**config.mk**
```make
export PLATFORM = sky130hd
export DESIGN_NAME = bitmap_id_allocator
export DESIGN_NICKNAME = d
export VERILOG_FILES = /design/src/hw/rtl/bia_pkg.sv /design/src/hw/rtl/bia_scan_unit.sv /design/src/hw/rtl/bitmap_id_allocator.sv
export SDC_FILE = /design/constraint.sdc
export NUM_CORES = 1
export LEC_CHECK = 0
export BUFFER_PORTS_ARGS = -buffer_cell sky130_fd_sc_hd__buf_2
export CAP_MARGIN = 20
export CORE_ASPECT_RATIO = 0.75
export CORE_MARGIN = 2
export CORE_UTILIZATION = 40
export DETAILED_ROUTE_END_ITERATION = 10
export PLACE_DENSITY = 0.58
export SYNTH_ARGS = -nofsm -noshare
export SYNTH_HDL_FRONTEND = slang
export SYNTH_SLANG_ARGS = --single-unit
```
**constraint.sdc**
```tcl
create_clock -name clk -period 12.2 [get_ports clk]
set_input_delay 0.61 -clock clk [delete_from_list [all_inputs] [get_ports clk]]
set_output_delay 0.61 -clock clk [all_outputs]
set_load 0.01 [all_outputs]
```
**src/hw/rtl/bia_pkg.sv**
```systemverilog
// Shared types and constants of the bitmap id allocator.
`default_nettype none
package bia_pkg;

  // Slot arithmetic width: holds pool size plus one word, and the 4096 id span.
  localparam int CW = 13;
  localparam logic [CW-1:0] ID_SPAN = 13'd4096;

  // Request codes
  localparam logic ACT_TAKE = 1'b0;
  localparam logic ACT_PUT  = 1'b1;

  // Result status codes
  localparam logic [1:0] ST_OK        = 2'd0;
  localparam logic [1:0] ST_EXHAUSTED = 2'd1;
  localparam logic [1:0] ST_IGNORED   = 2'd2;

  // Register index (address bit 2)
  localparam logic REG_FIRST_ID   = 1'b0;
  localparam logic REG_POOL_COUNT = 1'b1;

  // Controls for one pass of the word scan unit
  typedef struct packed {
    logic          take;   // 1: find and set lowest free slot, 0: clear slot at off
    logic          skip0;  // slot 0 maps to id 0 and must not be granted
    logic [CW-1:0] base;   // slot number of bit 0 of the current word
    logic [CW-1:0] limit;  // slots at or above this are not grantable
    logic [CW-1:0] off;    // put: slot offset within the word
  } scan_req_t;

endpackage
`default_nettype wire

```
**src/hw/rtl/bia_scan_unit.sv**
```systemverilog
// Word scan unit: masks one bitmap word, finds the lowest free slot and forms the new word.
`default_nettype none
module bia_scan_unit
  import bia_pkg::*;
#(
  parameter int WORD_BITS = 64
) (
  input  wire logic [WORD_BITS-1:0]         word,
  input  wire scan_req_t                    req,
  output logic                              found,
  output logic [$clog2(WORD_BITS)-1:0]      bit_idx,
  output logic [WORD_BITS-1:0]              word_next
);

  localparam int BW = $clog2(WORD_BITS);

  logic [CW-1:0]        rem;
  logic [WORD_BITS-1:0] elig;
  logic [WORD_BITS-1:0] free;
  logic [WORD_BITS-1:0] one;

  // Slots left in the grantable range from this word on
  assign rem = (req.limit > req.base) ? (req.limit - req.base) : '0;

  // Mark grantable bits of this word
  always_comb begin
    for (int b = 0; b < WORD_BITS; b++) begin
      elig[b] = (CW'(b) < rem) && !(req.skip0 && (req.base == '0) && (b == 0));
    end
  end

  assign free  = ~word & elig;
  assign found = |free;

  // Lowest free bit
  always_comb begin
    bit_idx = '0;
    for (int b = WORD_BITS - 1; b >= 0; b--) begin
      if (free[b]) begin
        bit_idx = BW'(b);
      end
    end
  end

  assign one = {{(WORD_BITS-1){1'b0}}, 1'b1};

  // Set the granted bit, or clear the returned one
  assign word_next = req.take ? (word | (one << bit_idx))
                              : (word & ~(one << req.off[BW-1:0]));

endmodule
`default_nettype wire

```
**src/hw/rtl/bitmap_id_allocator.sv**
```systemverilog
// Top level of the bitmap first-fit id allocator.
// Hands out ids first_id .. first_id+min(pool_count,POOL_SIZE)-1 lowest first, never
// id 0 or past 4095, and takes them back. Used bits sit in a one-port memory of
// ceil(POOL_SIZE/WORD_BITS) words; after reset a clearing pass writes zero to each
// word, one word a cycle, and no beat is taken until it ends. One request is handled
// at a time, with a single scan unit reused on every word. A take visits one word
// after another (memory read, then mask and priority encode) until a free slot turns
// up or the pool ends; a put skips to its word, reads it and clears the bit, and an
// ignored put goes straight to the result. A finished result waits in an output
// register, so the next request beat is taken while it is still stalled.
`default_nettype none
module bitmap_id_allocator
  import bia_pkg::*;
#(
  parameter int POOL_SIZE = 256,
  parameter int WORD_BITS = 64
) (
  input  wire logic        clk,
  input  wire logic        rst,
  // request channel
  input  wire logic        in_valid,
  output logic             in_stall,
  input  wire logic        action,
  input  wire logic [11:0] return_id,
  // result channel
  output logic             out_valid,
  input  wire logic        out_stall,
  output logic [11:0]      granted_id,
  output logic [1:0]       status,
  // register port
  input  wire logic        psel,
  input  wire logic        penable,
  input  wire logic        pwrite,
  input  wire logic [2:0]  paddr,
  input  wire logic [31:0] pwdata,
  output logic [31:0]      prdata,
  output logic             pready
);

  localparam int POOL_WORDS = (POOL_SIZE + WORD_BITS - 1) / WORD_BITS;
  localparam int AW = (POOL_WORDS > 1) ? $clog2(POOL_WORDS) : 1;
  localparam int BW = $clog2(WORD_BITS);
  localparam logic [CW-1:0] WB_C   = CW'(WORD_BITS);
  localparam logic [CW-1:0] POOL_C = CW'(POOL_SIZE);
  localparam logic [AW-1:0] LAST_W = AW'(POOL_WORDS - 1);

  typedef enum logic [2:0] {
    S_CLEAR,
    S_IDLE,
    S_SEEK,
    S_FETCH,
    S_TEST,
    S_DONE
  } state_t;

  state_t         state;
  logic [11:0]    first_id;
  logic [8:0]     pool_count;
  logic [AW-1:0]  word;
  logic [CW-1:0]  base;
  logic [CW-1:0]  slot;
  logic           is_put;
  logic [11:0]    res_id;
  logic [1:0]     res_status;

  logic [WORD_BITS-1:0] used_mem [POOL_WORDS];
  logic [WORD_BITS-1:0] rdata;

  logic [CW-1:0]  n_live;
  logic [CW-1:0]  id_room;
  logic [CW-1:0]  limit;
  logic [CW-1:0]  pool_end;
  logic           put_bad;
  logic           cfg_wr;

  scan_req_t              req;
  logic                   found;
  logic [BW-1:0]          bit_idx;
  logic [WORD_BITS-1:0]   word_next;
  logic                   mem_we;
  logic [WORD_BITS-1:0]   mem_wdata;

  // Register port
  assign pready = 1'b1;
  assign cfg_wr = psel && penable && pwrite;
  assign prdata = (paddr[2] == REG_POOL_COUNT) ? {23'b0, pool_count} : {20'b0, first_id};

  // Live pool bounds
  assign n_live   = (CW'(pool_count) > POOL_C) ? POOL_C : CW'(pool_count);
  assign id_room  = ID_SPAN - CW'(first_id);
  assign limit    = (n_live < id_room) ? n_live : id_room;
  assign pool_end = CW'(first_id) + n_live;
  assign put_bad  = (return_id == 12'd0) || (return_id < first_id) ||
                    (CW'(return_id) >= pool_end);

  // Shared scan unit
  assign req.take  = !is_put;
  assign req.skip0 = (first_id == 12'd0);
  assign req.base  = base;
  assign req.limit = limit;
  assign req.off   = slot - base;

  bia_scan_unit #(
    .WORD_BITS (WORD_BITS)
  ) u_scan (
    .word      (rdata),
    .req       (req),
    .found     (found),
    .bit_idx   (bit_idx),
    .word_next (word_next)
  );

  // Bitmap memory: write on clear or update, read one word on fetch
  assign mem_we    = (state == S_CLEAR) || ((state == S_TEST) && (is_put || found));
  assign mem_wdata = (state == S_CLEAR) ? '0 : word_next;

  always_ff @(posedge clk) begin
    if (mem_we) begin
      used_mem[word] <= mem_wdata;
    end
    if (state == S_FETCH) begin
      rdata <= used_mem[word];
    end
  end

  assign in_stall = (state != S_IDLE);

  // Sequencer, registers and result register
  always_ff @(posedge clk) begin
    if (rst) begin
      state      <= S_CLEAR;
      word       <= '0;
      out_valid  <= 1'b0;
      first_id   <= 12'd1;
      pool_count <= 9'd256;
    end else begin
      if (cfg_wr) begin
        if (paddr[2] == REG_FIRST_ID) begin
          first_id <= pwdata[11:0];
        end else begin
          pool_count <= pwdata[8:0];
        end
      end

      // drop the result once taken, unless a new one is loaded in its place
      if (out_valid && !out_stall && (state != S_DONE)) begin
        out_valid <= 1'b0;
      end

      case (state)
        S_CLEAR: begin
          if (word == LAST_W) begin
            word  <= '0;
            state <= S_IDLE;
          end else begin
            word <= word + AW'(1);
          end
        end
        S_IDLE: begin
          if (in_valid) begin
            base   <= '0;
            word   <= '0;
            is_put <= (action == ACT_PUT);
            if (action == ACT_PUT) begin
              slot <= CW'(return_id) - CW'(first_id);
              if (put_bad) begin
                res_id     <= 12'd0;
                res_status <= ST_IGNORED;
                state      <= S_DONE;
              end else begin
                state <= S_SEEK;
              end
            end else begin
              state <= S_FETCH;
            end
          end
        end
        S_SEEK: begin
          // advance to the word that holds the returned slot
          if (slot < base + WB_C) begin
            state <= S_FETCH;
          end else begin
            base <= base + WB_C;
            word <= word + AW'(1);
          end
        end
        S_FETCH: begin
          if (!is_put && (base >= limit)) begin
            res_id     <= 12'd0;
            res_status <= ST_EXHAUSTED;
            state      <= S_DONE;
          end else begin
            state <= S_TEST;
          end
        end
        S_TEST: begin
          if (is_put) begin
            res_id     <= 12'd0;
            res_status <= ST_OK;
            state      <= S_DONE;
          end else if (found) begin
            res_id     <= first_id + base[11:0] + 12'(bit_idx);
            res_status <= ST_OK;
            state      <= S_DONE;
          end else begin
            base  <= base + WB_C;
            word  <= word + AW'(1);
            state <= S_FETCH;
          end
        end
        S_DONE: begin
          // hold until the result register is free
          if (!out_valid || !out_stall) begin
            out_valid  <= 1'b1;
            granted_id <= res_id;
            status     <= res_status;
            state      <= S_IDLE;
          end
        end
        default: begin
          state <= S_IDLE;
        end
      endcase
    end
  end

endmodule
`default_nettype wire

```
# Yosys cells after proc, flatten, opt, wreduce, memory -nomap -nowiden
# Memories as Yosys holds them, arrays and structs flattened. A register that Yosys moved wholly into a read port is not among the register bits.
# Cells that the tools add are included.
op_classes:
  add_sub_neg: 9
  order_cmp: 71
  eq_ne: 19
  shift: 2
  n_mux: 110
  bitwise_logic: 7
  n_reduce_logical: 34
ops:
  columns: ["op", "count"]
  rows:
  - ["< comparator 6 x 13 -> 1 bit (first input constant)", 32]
  - ["two-way mux 6 bit", 64]
  - ["< comparator 5 x 13 -> 1 bit (first input constant)", 16]
  - ["AND 64 bit", 2]
  - ["two-way mux 64 bit", 2]
  - ["inverter 64 bit", 2]
  - ["left shift 1 x 6 -> 64 bit (first input constant)", 2]
  - ["< comparator 4 x 13 -> 1 bit (first input constant)", 8]
  - ["two-way mux 12 bit", 7]
  - ["two-way mux 13 bit", 6]
  - ["OR 64 bit", 1]
  - ["OR reduction 64 bit", 1]
  - ["< comparator 3 x 13 -> 1 bit (first input constant)", 4]
  - ["case mux 13 bit (3 select lines)", 1]
  - ["case mux 12 bit (3 select lines)", 1]
  - ["< comparator 1 x 13 -> 1 bit (first input constant)", 2]
  - ["< comparator 2 x 13 -> 1 bit (first input constant)", 2]
  - ["zero test 12 bit", 2]
  - ["two-way mux 3 bit", 8]
  - ["two-way mux 2 bit", 11]
  - ["case mux 3 bit (6 select lines)", 1]
  - ["inequality test 2 bit (second input constant)", 8]
  - ["adder 12 x 9 -> 13 bit", 1]
  - ["adder 13 x 7 -> 13 bit (second input constant)", 1]
  - ["39 further kinds", 67]
word_totals:
  regBits: 82
  ram_bits: 256
  input_bits: 55
  out_inout_bits: 49
  wordCells: 265
  mem_count: 1
memory_table:
  columns: ["name", "depth", "width", "rd", "rd_ports_with_merged_regs", "write_ports", "line", "text"]
  rows:
  - ["used_mem", 4, 64, 1, 1, 1, "bitmap_id_allocator.sv:66", "logic [WORD_BITS-1:0] used_mem [POOL_WORDS];"]

# Longest topological paths before layout
# Gate-level depths: netlist of run 1.
logic_depth:
  ltp_word: 77
  depth_mapped: 47
  depth_no_buf: 39

# Hierarchy
# From an unflattened synthesis of run 1, not the netlist that was laid out.
unflattened:
  cells_unflattened: 1855
  area_unflattened_um2: 22160.0
by_module_without_submodules:
  columns: ["mod", "n_inst", "cells_per_inst", "area_each_um2", "seq_area_each_um2"]
  rows:
  - ["bitmap_id_allocator", 1, 1182, 17862.1, 11621.1]
  - ["bia_scan_unit", 1, 673, 4297.9, 0.0]

# Worst setup path after synthesis of run 1
# Ideal clock, no wire load.
synth_timing:
  path_type: "register to register"
  from: "register first_id[0]"
  to: "register res_id[10], data pin"
  setup_ns: 0.266
  arrival_time_ns: 8.618
  required_time_ns: 11.934
  setup_slack_ns: 3.316
  stages_incl_launch_ff: 45
  n_path_buf: 9
  period_less_slack_ns: 8.884
  path_cell_list: "dfxtp_1 -> buf_2 -> inv_1 -> ha_1 -> buf_2 -> xnor2_1 -> inv_1 -> clkbuf_1 -> ha_1 -> o211ai_1 -> a21oi_1 -> o41ai_2 -> a21o_1 -> buf_6 -> buf_6 -> clkbuf_1 -> o21ai_0 -> ha_1 -> [9 not listed] -> or4_1 -> a21o_1 -> a21oi_1 -> a21boi_0 -> clkbuf_1 -> o21ai_0 -> xnor2_1 -> ha_1 -> a21o_1 -> a21o_1 -> a21o_1 -> a21oi_1 -> o21bai_1 -> a21oi_1 -> o21bai_1 -> a21oi_1 -> xor2_1 -> nor2_1"
synth_via:
  elab_chain_cells: 75
  elab_cells_between_ends: 144
  cone_classes: "4 x add/sub; 66 x order compare; 69 x mux; 1 x bitwise; 4 x reduce/logical"
synth_lines:
  columns: ["item", "line", "text"]
  rows:
  - ["start, declared", "bitmap_id_allocator.sv:57", "logic [11:0] first_id;"]
  - ["start signal, assigned", "bitmap_id_allocator.sv:139", "first_id <= pwdata[11:0];"]
  - ["subtractor 13 x 12 -> 13 bit", "bitmap_id_allocator.sv:90", "assign id_room = ID_SPAN - CW'(first_id);"]
  - ["< comparator 9 x 13 -> 1 bit", "bitmap_id_allocator.sv:91", "assign limit = (n_live < id_room) ? n_live : id_room;"]
  - ["two-way mux 13 bit", "bitmap_id_allocator.sv:91", null]
  - ["subtractor 13 bit / > comparator 13 bit (equally long branches)", "bia_scan_unit.sv:23", "assign rem = (req.limit > req.base) ? (req.limit - req.base) : '0;"]
  - ["two-way mux 13 bit", "bia_scan_unit.sv:23", null]
  - ["< comparator 6 x 13 -> 1 bit", "bia_scan_unit.sv:28", "elig[b] = (CW'(b) < rem) && !(req.skip0 && (req.base == '0) && (b == 0));"]
  - ["AND 64 bit", "bia_scan_unit.sv:32", "assign free = ~word & elig;"]
  - ["two-way mux 6 bit (64 in a row)", "bia_scan_unit.sv:39", "if (free[b]) begin"]
  - ["adder 12 x 6 -> 12 bit (*)", "bitmap_id_allocator.sv:202", "res_id <= first_id + base[11:0] + 12'(bit_idx);"]
  - ["two-way mux 12 bit (*)", "bitmap_id_allocator.sv:201", "end else if (found) begin"]
  - ["two-way mux 12 bit (*)", "bitmap_id_allocator.sv:197", "if (is_put) begin"]
  - ["case mux 12 bit (3 select lines) (*)", "bitmap_id_allocator.sv:150", "case (state)"]
  - ["end signal, assigned", "bitmap_id_allocator.sv:202", null]
  - ["end, declared", "bitmap_id_allocator.sv:63", "logic [11:0] res_id;"]
# Mark *: on every way between the ends. The rest lies on a longest branch, timed or not. The select of a mux whose other input is x is not followed.
# A chain may end at the register's enable or synchronous reset.

# Worst setup path after layout of run 1
layout_timing:
  from: "register first_id[1]"
  to: "register res_id[11], data pin"
# Same word-level chain as after synthesis.

==> impl.org, run 1 <==
** GRT
- Number of global-route vias before repair :: ~14k
- The number of antenna violations at the first check in global routing was 1.
- Entering global routing, the biggest net connects 65 pins.
- The first global-routing pass estimated ~95,000 um of wire.
- The total overflow left after global routing is 0.
- In the global route stage, overall resource usage came out at 0.233.

** Layout
- Compared with the post-synthesis result, the final layout area differs by 10.7%.
- Final standard cell utilization of the core :: 0.451
- Leaving out fill and tap cells, the most frequent cell in the layout is sky130_fd_sc_hd__edfxtp_1.
- The top cell types in the final layout, fill and taps aside, are 369 x sky130_fd_sc_hd__edfxtp_1, 116 x sky130_fd_sc_hd__nand2_1, 112 x sky130_fd_sc_hd__o21ai_0.
- At the end of the flow, the number of nets in the layout was around 1.9k.
- Fill cell total of the finished layout :: between 4k and 5k
- The count of cells in the finished layout, fillers not included, comes to 2,513.
- Of the cells placed in the final design, the portion with a size suffix greater than 1 is 0.146.

** Synthesis
- Of the total synthesized cell area, the portion taken by XOR and XNOR cells is 0.0174.
- Post-synth EDFFs :: approximately 370
- Yosys reg bits :: ~400
- After synthesis, the netlist uses between 80 and 90 different library cells.
- Multiplexer share of the synthesized area :: 0.0845
- Mean cell area of the mapped netlist :: 12.2 sq um
- In this run the cell area of the synthesized design comes to 21,100 sq um.
- Synthesized instance count :: 1,735
- Of the synthesized area, sequential elements account for 0.550.
- Combinational family with the most area after synthesis :: compound AO/OA/AOI/OAI gates
- Number of warnings reported in the yosys synthesis log :: 0
- Of the total synthesized cell area, the portion taken by full adders, half adders and majority gates is 0.0496.
- Compound-gate portion of the synthesized area :: 0.151
- Counting flops with an async set or reset pin after synthesis yields a share of 0.
- Share of synthesized cell area in and, or, nand and nor gates :: 0.108
- The most used flip-flop cell after synthesis is sky130_fd_sc_hd__edfxtp_1.

** Flow run
- Max Cap Violations :: 0

** Floorplanning
- Cell Rows :: 72
- Measured along the x axis, the die boundary spans around 270 um.
- Pin placement for this block handled about 100 I/O pins.
- Die Area :: about 55,000 sq um
- In this run the standard cell core region covers about 52,000 sq um.
- Die H :: 203 um
- The initial utilization of the core area, before any placement, comes to 0.408.

** Power
- Worst VDD drop :: roughly 0.23 mV
- Static power due to leakage :: 8.19 nW
- In this run the power density over the cells is approximately 190 nW/um^2.

** Run status
- Result of the run :: complete, no violations

** Worst setup path
- Crit-path max cell delay :: roughly 0.78 ns
- Crit path max-delay family :: compound AO/OA/AOI/OAI gates
- At the worst endpoint, the required time is about 12 ns.
- The number of buffers and inverters on the critical path is 3.
- Counting stages on the worst path, the most repeated cell is sky130_fd_sc_hd__a21oi_1.
- Worst setup SP type :: register
- Data arrives at the worst endpoint at approximately 11 ns.
- Startpoint of the worst-slack reg-to-reg timing path :: first_id[1]$_SDFFE_PP0P_
- STA classifies the critical path endpoint as a register.
- In this run the worst setup path begins at first_id[1]$_SDFFE_PP0P_.
- Register-to-register setup slack :: about 1.4 ns
- Along the worst path, the maximum fanout reaches 20.
- Cell at the slowest stage of the critical path :: sky130_fd_sc_hd__mux2i_1
- Crit path kind :: register to register

** Clock network
- Number of buffers inserted for hold repair after clock tree synthesis :: 0
- Buffers added to address setup during post-CTS repair amount to 0.
- At the later pin of the worst-skew pair, clock insertion delay measures about 0.55 ns.
- The clock passes through at most 3 buffers.
- Clock input transition at the sequential cells of the worst setup and hold paths :: roughly 0.080 ns
- # clock sinks :: just under 400
- The H-tree was split into 2 levels.
- Post-cts sizing count :: 0
- In this run the clock root is driven by a sky130_fd_sc_hd__clkbuf_16.
- Total CTS buffers :: 39
- Clock tree from TritonCTS :: yes

** STA
- Across all setup checks in the final design, the least slack found is 1.43 ns.
- Worst Clk Skew :: approximately 0.023 ns
- Worst relative slew slack :: 0.201
- The worst path needs 10.77 ns of the cycle, external delays included.
- Setup_tns :: 0 ns
- Upper clock frequency limit :: between 90 and 100 MHz
- Final worst path period share :: 0.883
- Setup repair after global routing missed its margin :: false
- Setup violations remaining at the end of the flow were counted as 0.
- The tightest hold path in the finished design has a slack of 0.306 ns.
- The number of hold violations in the final report came to 0.
- At the pin with the least slew margin, the transition time is 1.20 ns.
- Final slew viol count :: 0

** Place
- Input and output buffers added on the ports amount to 60.
- Setup Slack @ Placement :: ~1.8 ns
- Final HPWL from detailed placement :: ~47,000 um
- The congestion estimate from routability-driven global placement came to 1.00.
- Post-Place Cells :: 2,442

** Worst hold path
- The worst hold path belongs to the class input port to register.
- HP Start :: pwdata[0]

** Detailed routing
- Summed over all layers, the routed wires come to 64,200 um.
- Across all layers, the routed design uses between 15k and 20k vias.
- DR WL/cell :: 25.5 um
- Top routing layer in use :: met4
- Vias per cell :: 6.01
- After detailed routing, the number of remaining DRC violations is 0.
- Routed wire length on met3 :: ~6500 um
- Number of antenna-violating nets in the routed design :: 0
- DRT Pass-1 Iters :: 5
- The routed design uses between 20,000 and 30,000 um of met2 wire.
- The detailed router put a total of 30,900 um of wire on met1.
- For this block, the initial DRC count from the detailed router was around 1.6k.
-- kinds of logic (layout without fill, tap and decap cells) --
| group | Yosys count | count (layout) |
|---|---|---|
| xor+xnor | 42 | 42 |
| mux | 96 | 96 |
| fa+ha+maj | 82 | 82 |
| simple gates | 453 | 453 |
| buf+inv | 183 | 234 |
| compound gates | 481 | 481 |
| other cells | 2 | 26 |
| flops | 396 | 396 |
-- registers in the layout, summed over array words and instances (netlist names) --
signal / cells
res_status: 2
pool_count: 9
state: 3
status: 2
slot: 13
used_mem: 256
granted_id: 12
out_valid: 1
rdata: 64
word: 2
is_put: 1
base: 7
first_id: 12
res_id: 12
-- synthesized netlist by cell type (8+ instances only) --
master | n | area share
sky130_fd_sc_hd__o31ai_1 | 16 | 0.0057
sky130_fd_sc_hd__buf_1 | 9 | 0.0016
sky130_fd_sc_hd__nor4_1 | 16 | 0.0047
sky130_fd_sc_hd__mux2_2 | 8 | 0.0043
sky130_fd_sc_hd__nor2_1 | 98 | 0.017
sky130_fd_sc_hd__inv_1 | 69 | 0.012
sky130_fd_sc_hd__a211oi_1 | 15 | 0.0053
sky130_fd_sc_hd__a211o_1 | 11 | 0.0046
sky130_fd_sc_hd__a21o_1 | 35 | 0.012
sky130_fd_sc_hd__a31o_2 | 9 | 0.0037
sky130_fd_sc_hd__and2_1 | 17 | 0.0050
sky130_fd_sc_hd__and3_1 | 10 | 0.0030
sky130_fd_sc_hd__dfxtp_1 | 27 | 0.026
sky130_fd_sc_hd__mux4_2 | 64 | 0.068
sky130_fd_sc_hd__buf_2 | 11 | 0.0026
sky130_fd_sc_hd__edfxtp_1 | 369 | 0.52
sky130_fd_sc_hd__a21oi_1 | 92 | 0.022
sky130_fd_sc_hd__nand3_1 | 41 | 0.0097
sky130_fd_sc_hd__o211ai_1 | 80 | 0.028
sky130_fd_sc_hd__nor3_1 | 39 | 0.0092
sky130_fd_sc_hd__nand3b_1 | 9 | 0.0032
sky130_fd_sc_hd__xnor2_1 | 35 | 0.014
sky130_fd_sc_hd__clkbuf_1 | 59 | 0.010
sky130_fd_sc_hd__mux2i_1 | 21 | 0.0099
sky130_fd_sc_hd__nand2b_1 | 21 | 0.0062
sky130_fd_sc_hd__o21ai_0 | 112 | 0.027
sky130_fd_sc_hd__buf_4 | 23 | 0.0082
sky130_fd_sc_hd__or2_2 | 9 | 0.0027
sky130_fd_sc_hd__nand4_1 | 10 | 0.0030
sky130_fd_sc_hd__or3_1 | 15 | 0.0044
sky130_fd_sc_hd__o21bai_1 | 12 | 0.0043
sky130_fd_sc_hd__a21boi_0 | 8 | 0.0028
sky130_fd_sc_hd__a31oi_1 | 22 | 0.0065
sky130_fd_sc_hd__ha_1 | 79 | 0.047
sky130_fd_sc_hd__nor2b_1 | 24 | 0.0071
sky130_fd_sc_hd__nand2_1 | 116 | 0.021
sky130_fd_sc_hd__o21a_1 | 9 | 0.0032
-- stage by stage --
step / power, mW / instance area [sq um]
global placement: 3.18 / 22200
global route: 4.57 / 23400
detailed placement: 3.23 / 22200
floorplan: 2.85 / 21200
finish: 4.36 / 23400
CTS: 4.39 / 23400
-- power breakdown --
part           internal (mW)  switching [mW]  leakage (nW)
logic                  0.450           0.686          3.86
clock network          0.657           0.506         0.602
registers               1.94           0.115          3.73
total                   3.05            1.31          8.19
-- layer usage --
layer / vias up / track usage
met5: - / 0
met4: 0 / 0.0431
met3: 74 / 0.0678
met2: 639 / 0.320
met1: 7625 / 0.362
li1: 6777 / -
-- worst register-to-register path: cells and delay by family, from the launching register on --
family,cells,cell delay [ns]
xor+xnor,3,0.86
buf+inv,3,0.87
simple gates,5,0.66
flops,1,0.64
fa+ha+maj,4,1.62
compound gates,21,5.05
mux,1,0.78
-- worst paths after layout --
| path | to | depth (start not counted) |
|---|---|---|
| worst max-delay path | res_id[11]$_SDFFCE_PP0P_ | 37 |
| worst min-delay path | first_id[0]$_SDFFE_PP1P_ | 2 |
| worst max register to register | res_id[11]$_SDFFCE_PP0P_ | 37 |
| worst min register to register | granted_id[9]$_DFFE_PP_ | 0 |
-- layout make-up --
cell class,instances,area (sq um),share of cell area
flip-flops and latches,396,11600,0.497
multi-input cells,1179,8810,0.376
clock buffers,47,1050,0.0448
well taps,703,880,0.0376
repair buffers,90,588,0.0251
inverters,74,278,0.0119
clock inverters,23,166,0.00711
diodes,1,2.50,0.000107
Power figures use the tool's default switching activity.
==> run 2: changes to the inputs <==
- CORE_UTILIZATION: 40 -> 35
- PLACE_DENSITY: 0.58 -> 0.52
==> impl.org, run 2 (synthesis results as in run 1) <==
** Clock network
- The H-tree depth came to 2 (unchanged).
- The number of gates given a new drive strength after cts was 0 (unchanged).
- TritonCTS built the clock tree.
- # clock sinks :: 396 (unchanged)
- Clock input transition at the sequential cells of the worst setup and hold paths :: 0.07 ns (about the same)
- Clk_lat worst skew :: 0.55 ns (about the same)
- The tree is rooted in a sky130_fd_sc_hd__clkbuf_16.
- The maximum number of buffers from clock root to sink was 3 (unchanged).
- The number of hold buffers added after CTS is 0 (unchanged).
- # Post-CTS Setup Buffers :: 0 (unchanged)
- The number of buffers added by the clock tree synthesis step was 40 (+2.6%).

** Layout
- Final standard cell utilization of the core :: 0.396 (-0.0547)
- Layout-stage area growth over the synthesis result :: 11.2%
- Biggest regs :: used_mem: 256 flops, rdata: 64 flops, slot: 13 flops
- Top library cells by usage in the layout, fill and taps aside :: 369 x sky130_fd_sc_hd__edfxtp_1, 116 x sky130_fd_sc_hd__nand2_1, 112 x sky130_fd_sc_hd__o21ai_0
- The total of fill cells in the finished design is 5,754 (+19%).
- Leaving out fill and tap cells, the most frequent cell in the layout is sky130_fd_sc_hd__edfxtp_1.
- The flip-flop count of the largest register after layout is 256 (unchanged).
- The sequential cell area came to 11,600 sq um (unchanged).
- Nets@finish :: 1,922 (+0.26%)
- Antenna cells :: 0 (-1)
- Most flops, register :: used_mem
- The share of post-route cells with drive strength above 1 is 0.151 (+0.00464).
- The area occupied by multi-input gates is 8810 sq um (unchanged).

** Detailed routing
- Initial DRC count :: 1,575 (-3.6%)
- Final wirelength :: 64,800 um (+0.95%)
- Number of antenna-violating nets in the routed design :: 0 (unchanged)
- The number of remaining DRC errors came to 0 (unchanged).
- The number of optimization iterations in the first detailed-route pass came to 7 (+2).
- Vias per cell :: 5.76 (-4.2%)
- The routed length per instance is 24.9 um (-2.5%).
- The routed via count is 15.0k (-0.73%).

** Floorplanning
- The floorplan core area is 59,300 sq um (+14%).
- The floorplan die area is 62,400 sq um (+14%).
- Initial cell density of the core :: 0.356 (-0.0512)
- The floorplan die height was 217 um (+6.8%).
- Boundary pin count :: 104 (unchanged)
- Cell Rows :: 77 (+6.9%)
- The overall die width came to 288 um (+6.8%).

** STA
- The measured slew at the worst slew-check pin was 1.17 ns (-0.0251 ns).
- The relative slew slack was 0.200 (-0.00103).
- The final-report max-slew violation count is 0 (unchanged).
- Final-report hold violation count :: 0 (unchanged)
- The setup TNS came to 0 ns (unchanged).
- Final worst path period share :: 0.866 (-0.0174)
- Upper clock frequency limit :: 94.7 MHz (+2.0%)
- Finish-stage setup viols :: 0 (unchanged)
- Worst Clk Skew :: 0.0226 ns (-0.0000885 ns)
- Setup repair after global routing missed its margin :: false
- The minimum clock period after layout is 10.56 ns (-0.212 ns).

** Power
- The leakage component of the power came to 8.20 nW (+0.12%).
- Power density normalized to cell area :: 184 nW/um^2 (-0.99%)
- The maximum vdd ir drop came to 0.274 mV (+20%).

** GRT
- The global-route wire length before repair is 96,000 um (+1.4%).
- The number of antenna violations at the first check in global routing was 1 (unchanged).
- The total congestion overflow is 0 (unchanged).
- The largest net degree at the start of global routing was 66 (+1.5%).
- Overall global routing resource usage :: 0.207 (-0.0258)
- The number of global-route vias before repair is 14.4k (+0.61%).

** Place
- The detailed placement HPWL was 47,300 um (+1.6%).
- The count of buffers from port buffering is 60 (unchanged).
- Global placement routability congestion :: 0.978 (-2.6%)

** Worst setup path
- The arrival time of data at the critical path endpoint is 10.83 ns (-0.20 ns).
- For this design, the slowest cell found on the critical path is sky130_fd_sc_hd__a2111oi_0.
- Crit-path most repeated cell :: sky130_fd_sc_hd__a21oi_1
- CP Capture Type :: register
- Crit-path max cell delay :: 1.00 ns (+0.22 ns)
- STA classifies the critical path startpoint as a register.
- Data required time of the critical path :: 12.47 ns (about the same)
- The worst setup path is of the register to register kind.
- The peak fanout along the critical path was 13 (-35%).

** Worst hold path
- Worst Hold Class :: input port to register

** Run status
- The run finished with clean final reports.

** Flow run
- The count of max-cap constraint violations is 0 (unchanged).
[run 2: changes by cell type in the layout (fill, tap and decap cells not counted)]
| cell | before | now |
|---|---|---|
| sky130_fd_sc_hd__clkinv_8 | 0 | 1 |
| sky130_fd_sc_hd__clkinv_4 | 1 | 4 |
| sky130_fd_sc_hd__clkinvlp_4 | 0 | 1 |
| sky130_fd_sc_hd__inv_6 | 1 | 4 |
| sky130_fd_sc_hd__diode_2 | 1 | 0 |
| sky130_fd_sc_hd__buf_12 | 5 | 4 |
| sky130_fd_sc_hd__clkinv_2 | 8 | 7 |
| sky130_fd_sc_hd__clkinv_1 | 10 | 5 |
| sky130_fd_sc_hd__bufinv_16 | 2 | 0 |
| sky130_fd_sc_hd__buf_4 | 25 | 30 |
[run 2: routing by layer]
layer | track usage | wire, um | vias to the layer above
met4 | 0.0351 | 1020 | 0
met5 | 0 | 0 | -
met2 | 0.282 | 25900 | 548
li1 | - | - | 6803
met3 | 0.0411 | 5300 | 73
met1 | 0.337 | 32500 | 7580
[run 2: metrics by stage]
step / total power [mW] / instances / area (sq um) / hold slack, ns / setup WS, ns
6_report: 4.34 / 2603 / 23500 / 0.290 / 1.64
5_1_grt: 4.55 / 2603 / 23500 / 0.293 / 0.742
4_1_cts: 4.39 / 2603 / 23500 / 0.277 / 1.80
3_5_place_dp: 3.23 / 2533 / 22300 / 0.411 / 1.84
3_3_place_gp: 3.19 / 2533 / 22300 / 0.409 / 1.81
2_1_floorplan: 2.85 / 1758 / 21200 / 0.400 / 3.32
[run 2: cell type report]
| cell class | count | share of cell area |
|---|---|---|
| sequential | 396 | 0.494 |
| tap | 790 | 0.0420 |
| inverter | 74 | 0.0118 |
| timing repair buffer | 94 | 0.0257 |
| clock buffer | 47 | 0.0446 |
| multi-input combinational | 1179 | 0.375 |
| clock inverter | 23 | 0.00676 |
[run 2: path summary, 6_finish.rpt]
path,slack [ns],endpoint,cells after the start,from
min,0.29,first_id[9]$_SDFFE_PP0P_,3,pwdata[9]
max,1.64,res_id[11]$_SDFFCE_PP0P_,38,first_id[1]$_SDFFE_PP0P_
max reg2reg,1.64,res_id[11]$_SDFFCE_PP0P_,38,first_id[1]$_SDFFE_PP0P_
min reg2reg,0.42,granted_id[1]$_DFFE_PP_,0,res_id[1]$_SDFFCE_PP0P_
[run 2: critical path, delay by kind of cell, from the launching register on]
kind                       cells  cell delay, ns
AOI/OAI and AO/OA             20            5.08
adders and majority gates      4            1.64
buffers and inverters          5            1.22
xor gates and xnor gates       3            0.87
and+or+nand+nor                6            0.80
DFF                            1            0.63
[run 2: power by group]
part           internal, mW  total [mW]  leakage [nW]  switching, mW
Clock                 0.624        1.16         0.595          0.534
Combinational         0.453        1.12          3.87          0.668
Sequential             1.94        2.06          3.73          0.114
==> run 3: changes to the inputs <==
- BUFFER_PORTS_ARGS: -buffer_cell sky130_fd_sc_hd__buf_2 -> not set
- DONT_BUFFER_PORTS: not set -> 1
- PLACE_DENSITY: 0.52 -> 0.51
- SETUP_SLACK_MARGIN: not set -> 0.1
==> impl.org, run 3 (synthesis results as in run 1) <==
** Layout
- Leaving out fill and tap cells, the most frequent cell in the layout is sky130_fd_sc_hd__edfxtp_1.
- Nets@finish :: 1,856 (-3.4%)
- Most flops, register :: used_mem
- Flip-flop count of the largest register after layout :: 256 (unchanged)
- The share of post-route cells with drive strength above 1 was 0.118 (-0.0324).
- In the layout the commonest cells are 369 x sky130_fd_sc_hd__edfxtp_1, 116 x sky130_fd_sc_hd__nand2_1, 112 x sky130_fd_sc_hd__o21ai_0.
- Biggest regs :: used_mem: 256 flops, rdata: 64 flops, slot: 13 flops
- Fill cell total of the finished layout :: 5,720 (-0.59%)
- Design area :: 23,300 sq um (-1.1%)
- Layout-stage area growth over the synthesis result :: 10.0%

** Worst hold path
- Worst Hold Class :: input port to register

** Floorplanning
- The floorplan core area was 59,300 sq um (unchanged).
- Cell Rows :: 77 (unchanged)
- X dimension of the die :: 288 um (unchanged)
- The floorplan die height was 217 um (unchanged).
- Boundary pin count :: 104 (unchanged)
- Die Area :: 62,400 sq um (unchanged)
- The initial standard-cell utilization of the core was 0.356 (unchanged).

** STA
- The relative slew slack was 0.274 (+0.0740).
- The clock tree skew after final layout was 0.0341 ns (+0.0115 ns).
- The minimum clock period after layout is 10.74 ns (+0.175 ns).
- Setup repair after global routing missed its margin :: false
- The final setup slack of the worst path is 1.46 ns (-0.175 ns).
- Setup_tns :: 0 ns (unchanged)
- Final slew viol count :: 0 (unchanged)
- Final-report hold violation count :: 0 (unchanged)
- The measured slew at the worst slew-check pin was 1.09 ns (-0.0807 ns).
- Final worst path period share :: 0.880 (+0.0144)
- Finish-stage setup viols :: 0 (unchanged)
- The maximum achievable frequency was 93.1 MHz (-1.6%).

** Worst setup path
- The worst setup path is launched from a register.
- The required time reported for the critical path endpoint came to 12.49 ns (+0.02 ns).
- CP Capture Type :: register
- The largest individual stage delay along the critical path comes from the cell sky130_fd_sc_hd__mux2i_1.
- The worst setup path is of the register to register kind.
- The arrival time of data at the critical path endpoint was 11.03 ns (+0.20 ns).
- Crit-path max cell delay :: 0.76 ns (-0.24 ns)
- The peak fanout along the critical path was 53 (+40).

** Clock network
- # clock sinks :: 396 (unchanged)
- The root buffer cell chosen for the clock tree is sky130_fd_sc_hd__clkbuf_16.
- Clk_lat worst skew :: 0.58 ns (+0.03 ns)
- The number of buffers inserted to repair setup after CTS came to 0 (unchanged).
- Post-cts sizing count :: 0 (unchanged)
- The number of hold buffers added after CTS was 0 (unchanged).
- Clock input transition at the sequential cells of the worst setup and hold paths :: 0.07 ns (about the same)
- Clock tree from TritonCTS :: yes
- The H-tree depth came to 2 (unchanged).
- Max Buffers Root-to-Sink :: 3 (unchanged)
- The number of buffers added by the clock tree synthesis step was 41 (+2.5%).

** Detailed routing
- The wire length reported by the detailed router was 65,400 um (+0.99%).
- DR WL/cell :: 25.7 um (+3.3%)
- The average via count per standard cell is 5.83 (+1.1%).
- The routed via count is 14.8k (-1.1%).
- Number of remaining DRC errors :: 0 (unchanged)
- The DRC violation total after the first TritonRoute iteration was 1,701 (+8.0%).
- Number of antenna-violating nets in the routed design :: 0 (unchanged)
- The number of optimization iterations in the first detailed-route pass was 5 (-2).

** Run status
- Result of the run :: complete, no violations

** Power
- The maximum vdd ir drop was 0.189 mV (-31%).
- The leakage component of the power came to 7.96 nW (-3.0%).
- Power density normalized to cell area :: 189 nW/um^2 (+2.5%)

** Place
- Setup Slack @ Placement :: 1.71 ns (-0.129 ns)
- Port bufs :: 0 (-100%)
- The placed instance area is 22,000 sq um (-1.6%).
- Final HPWL from detailed placement :: 47,400 um (+0.17%)
- Global placement routability congestion :: 0.980 (+0.23%)

** GRT
- The number of global-route vias before repair came to 14.2k (-1.1%).
- Largest net degree at the start of global routing :: 66 (unchanged)
- Global-route wire length before repair :: 96,300 um (+0.32%)
- Antenna violations before repair :: 3 (+2)
- The total congestion overflow was 0 (unchanged).
- Overall global routing resource usage :: 0.210 (+0.00314)

** Flow run
- Max Cap Violations :: 0 (unchanged)
run 3: area by class of cell:
class / count / area, sq um / area share
sequential: 396 / 11600 / 0.500
multi-input combinational: 1179 / 8810 / 0.379
clock buffer: 49 / 1100 / 0.0472
tap: 790 / 988 / 0.0425
inverter: 74 / 278 / 0.0119
timing repair buffer: 27 / 253 / 0.0109
clock inverter: 27 / 200 / 0.00861
antenna: 2 / 5.00 / 0.000215
run 3: worst paths after layout:
| kind | startpoint | endpoint | slack [ns] | cells past startpoint |
|---|---|---|---|---|
| worst max-delay path | first_id[1]$_SDFFE_PP0P_ | res_id[10]$_SDFFCE_PP0P_ | 1.46 | 38 |
| worst min-delay path | rst | out_valid$_SDFF_PP0_ | 0.09 | 1 |
| worst min register to register | res_id[10]$_SDFFCE_PP0P_ | granted_id[10]$_DFFE_PP_ | 0.42 | 0 |
| worst max register to register | first_id[1]$_SDFFE_PP0P_ | res_id[10]$_SDFFCE_PP0P_ | 1.46 | 38 |
run 3: critical path, delay by kind of cell (launching register included):
| kind | cells | cell delay (ns) |
|---|---|---|
| AOI/OAI and AO/OA | 21 | 4.51 |
| adders and majority gates | 4 | 1.48 |
| buffers and inverters | 4 | 1.36 |
| and+or+nand+nor | 5 | 0.92 |
| xor gates and xnor gates | 3 | 0.79 |
| muxes | 1 | 0.76 |
| DFF | 1 | 0.63 |
run 3: through the flow:
step,hold slack (ns),total power [mW],util,instances
CTS,0.0751,4.45,0.392,2542
detailed placement,0.407,3.23,0.370,2466
finish,0.0942,4.40,0.392,2544
floorplan,0.400,2.85,-,1758
global placement,0.403,3.18,0.370,2466
global route,0.0882,4.61,0.392,2542
run 3: layer usage:
| layer | vias to the layer above | routed length (um) | GRT usage |
|---|---|---|---|
| met1 | 7493 | 32100 | 0.332 |
| met2 | 601 | 26200 | 0.282 |
| met3 | 79 | 6060 | 0.0562 |
| met4 | 0 | 1070 | 0.0461 |
| met5 | - | 0 | 0 |
| li1 | 6659 | - | - |
run 3: power breakdown:
part | internal (mW) | leakage [nW] | switching, mW
clock network | 0.690 | 0.635 | 0.526
logic | 0.442 | 3.59 | 0.680
registers | 1.94 | 3.73 | 0.115
total | 3.08 | 7.96 | 1.32
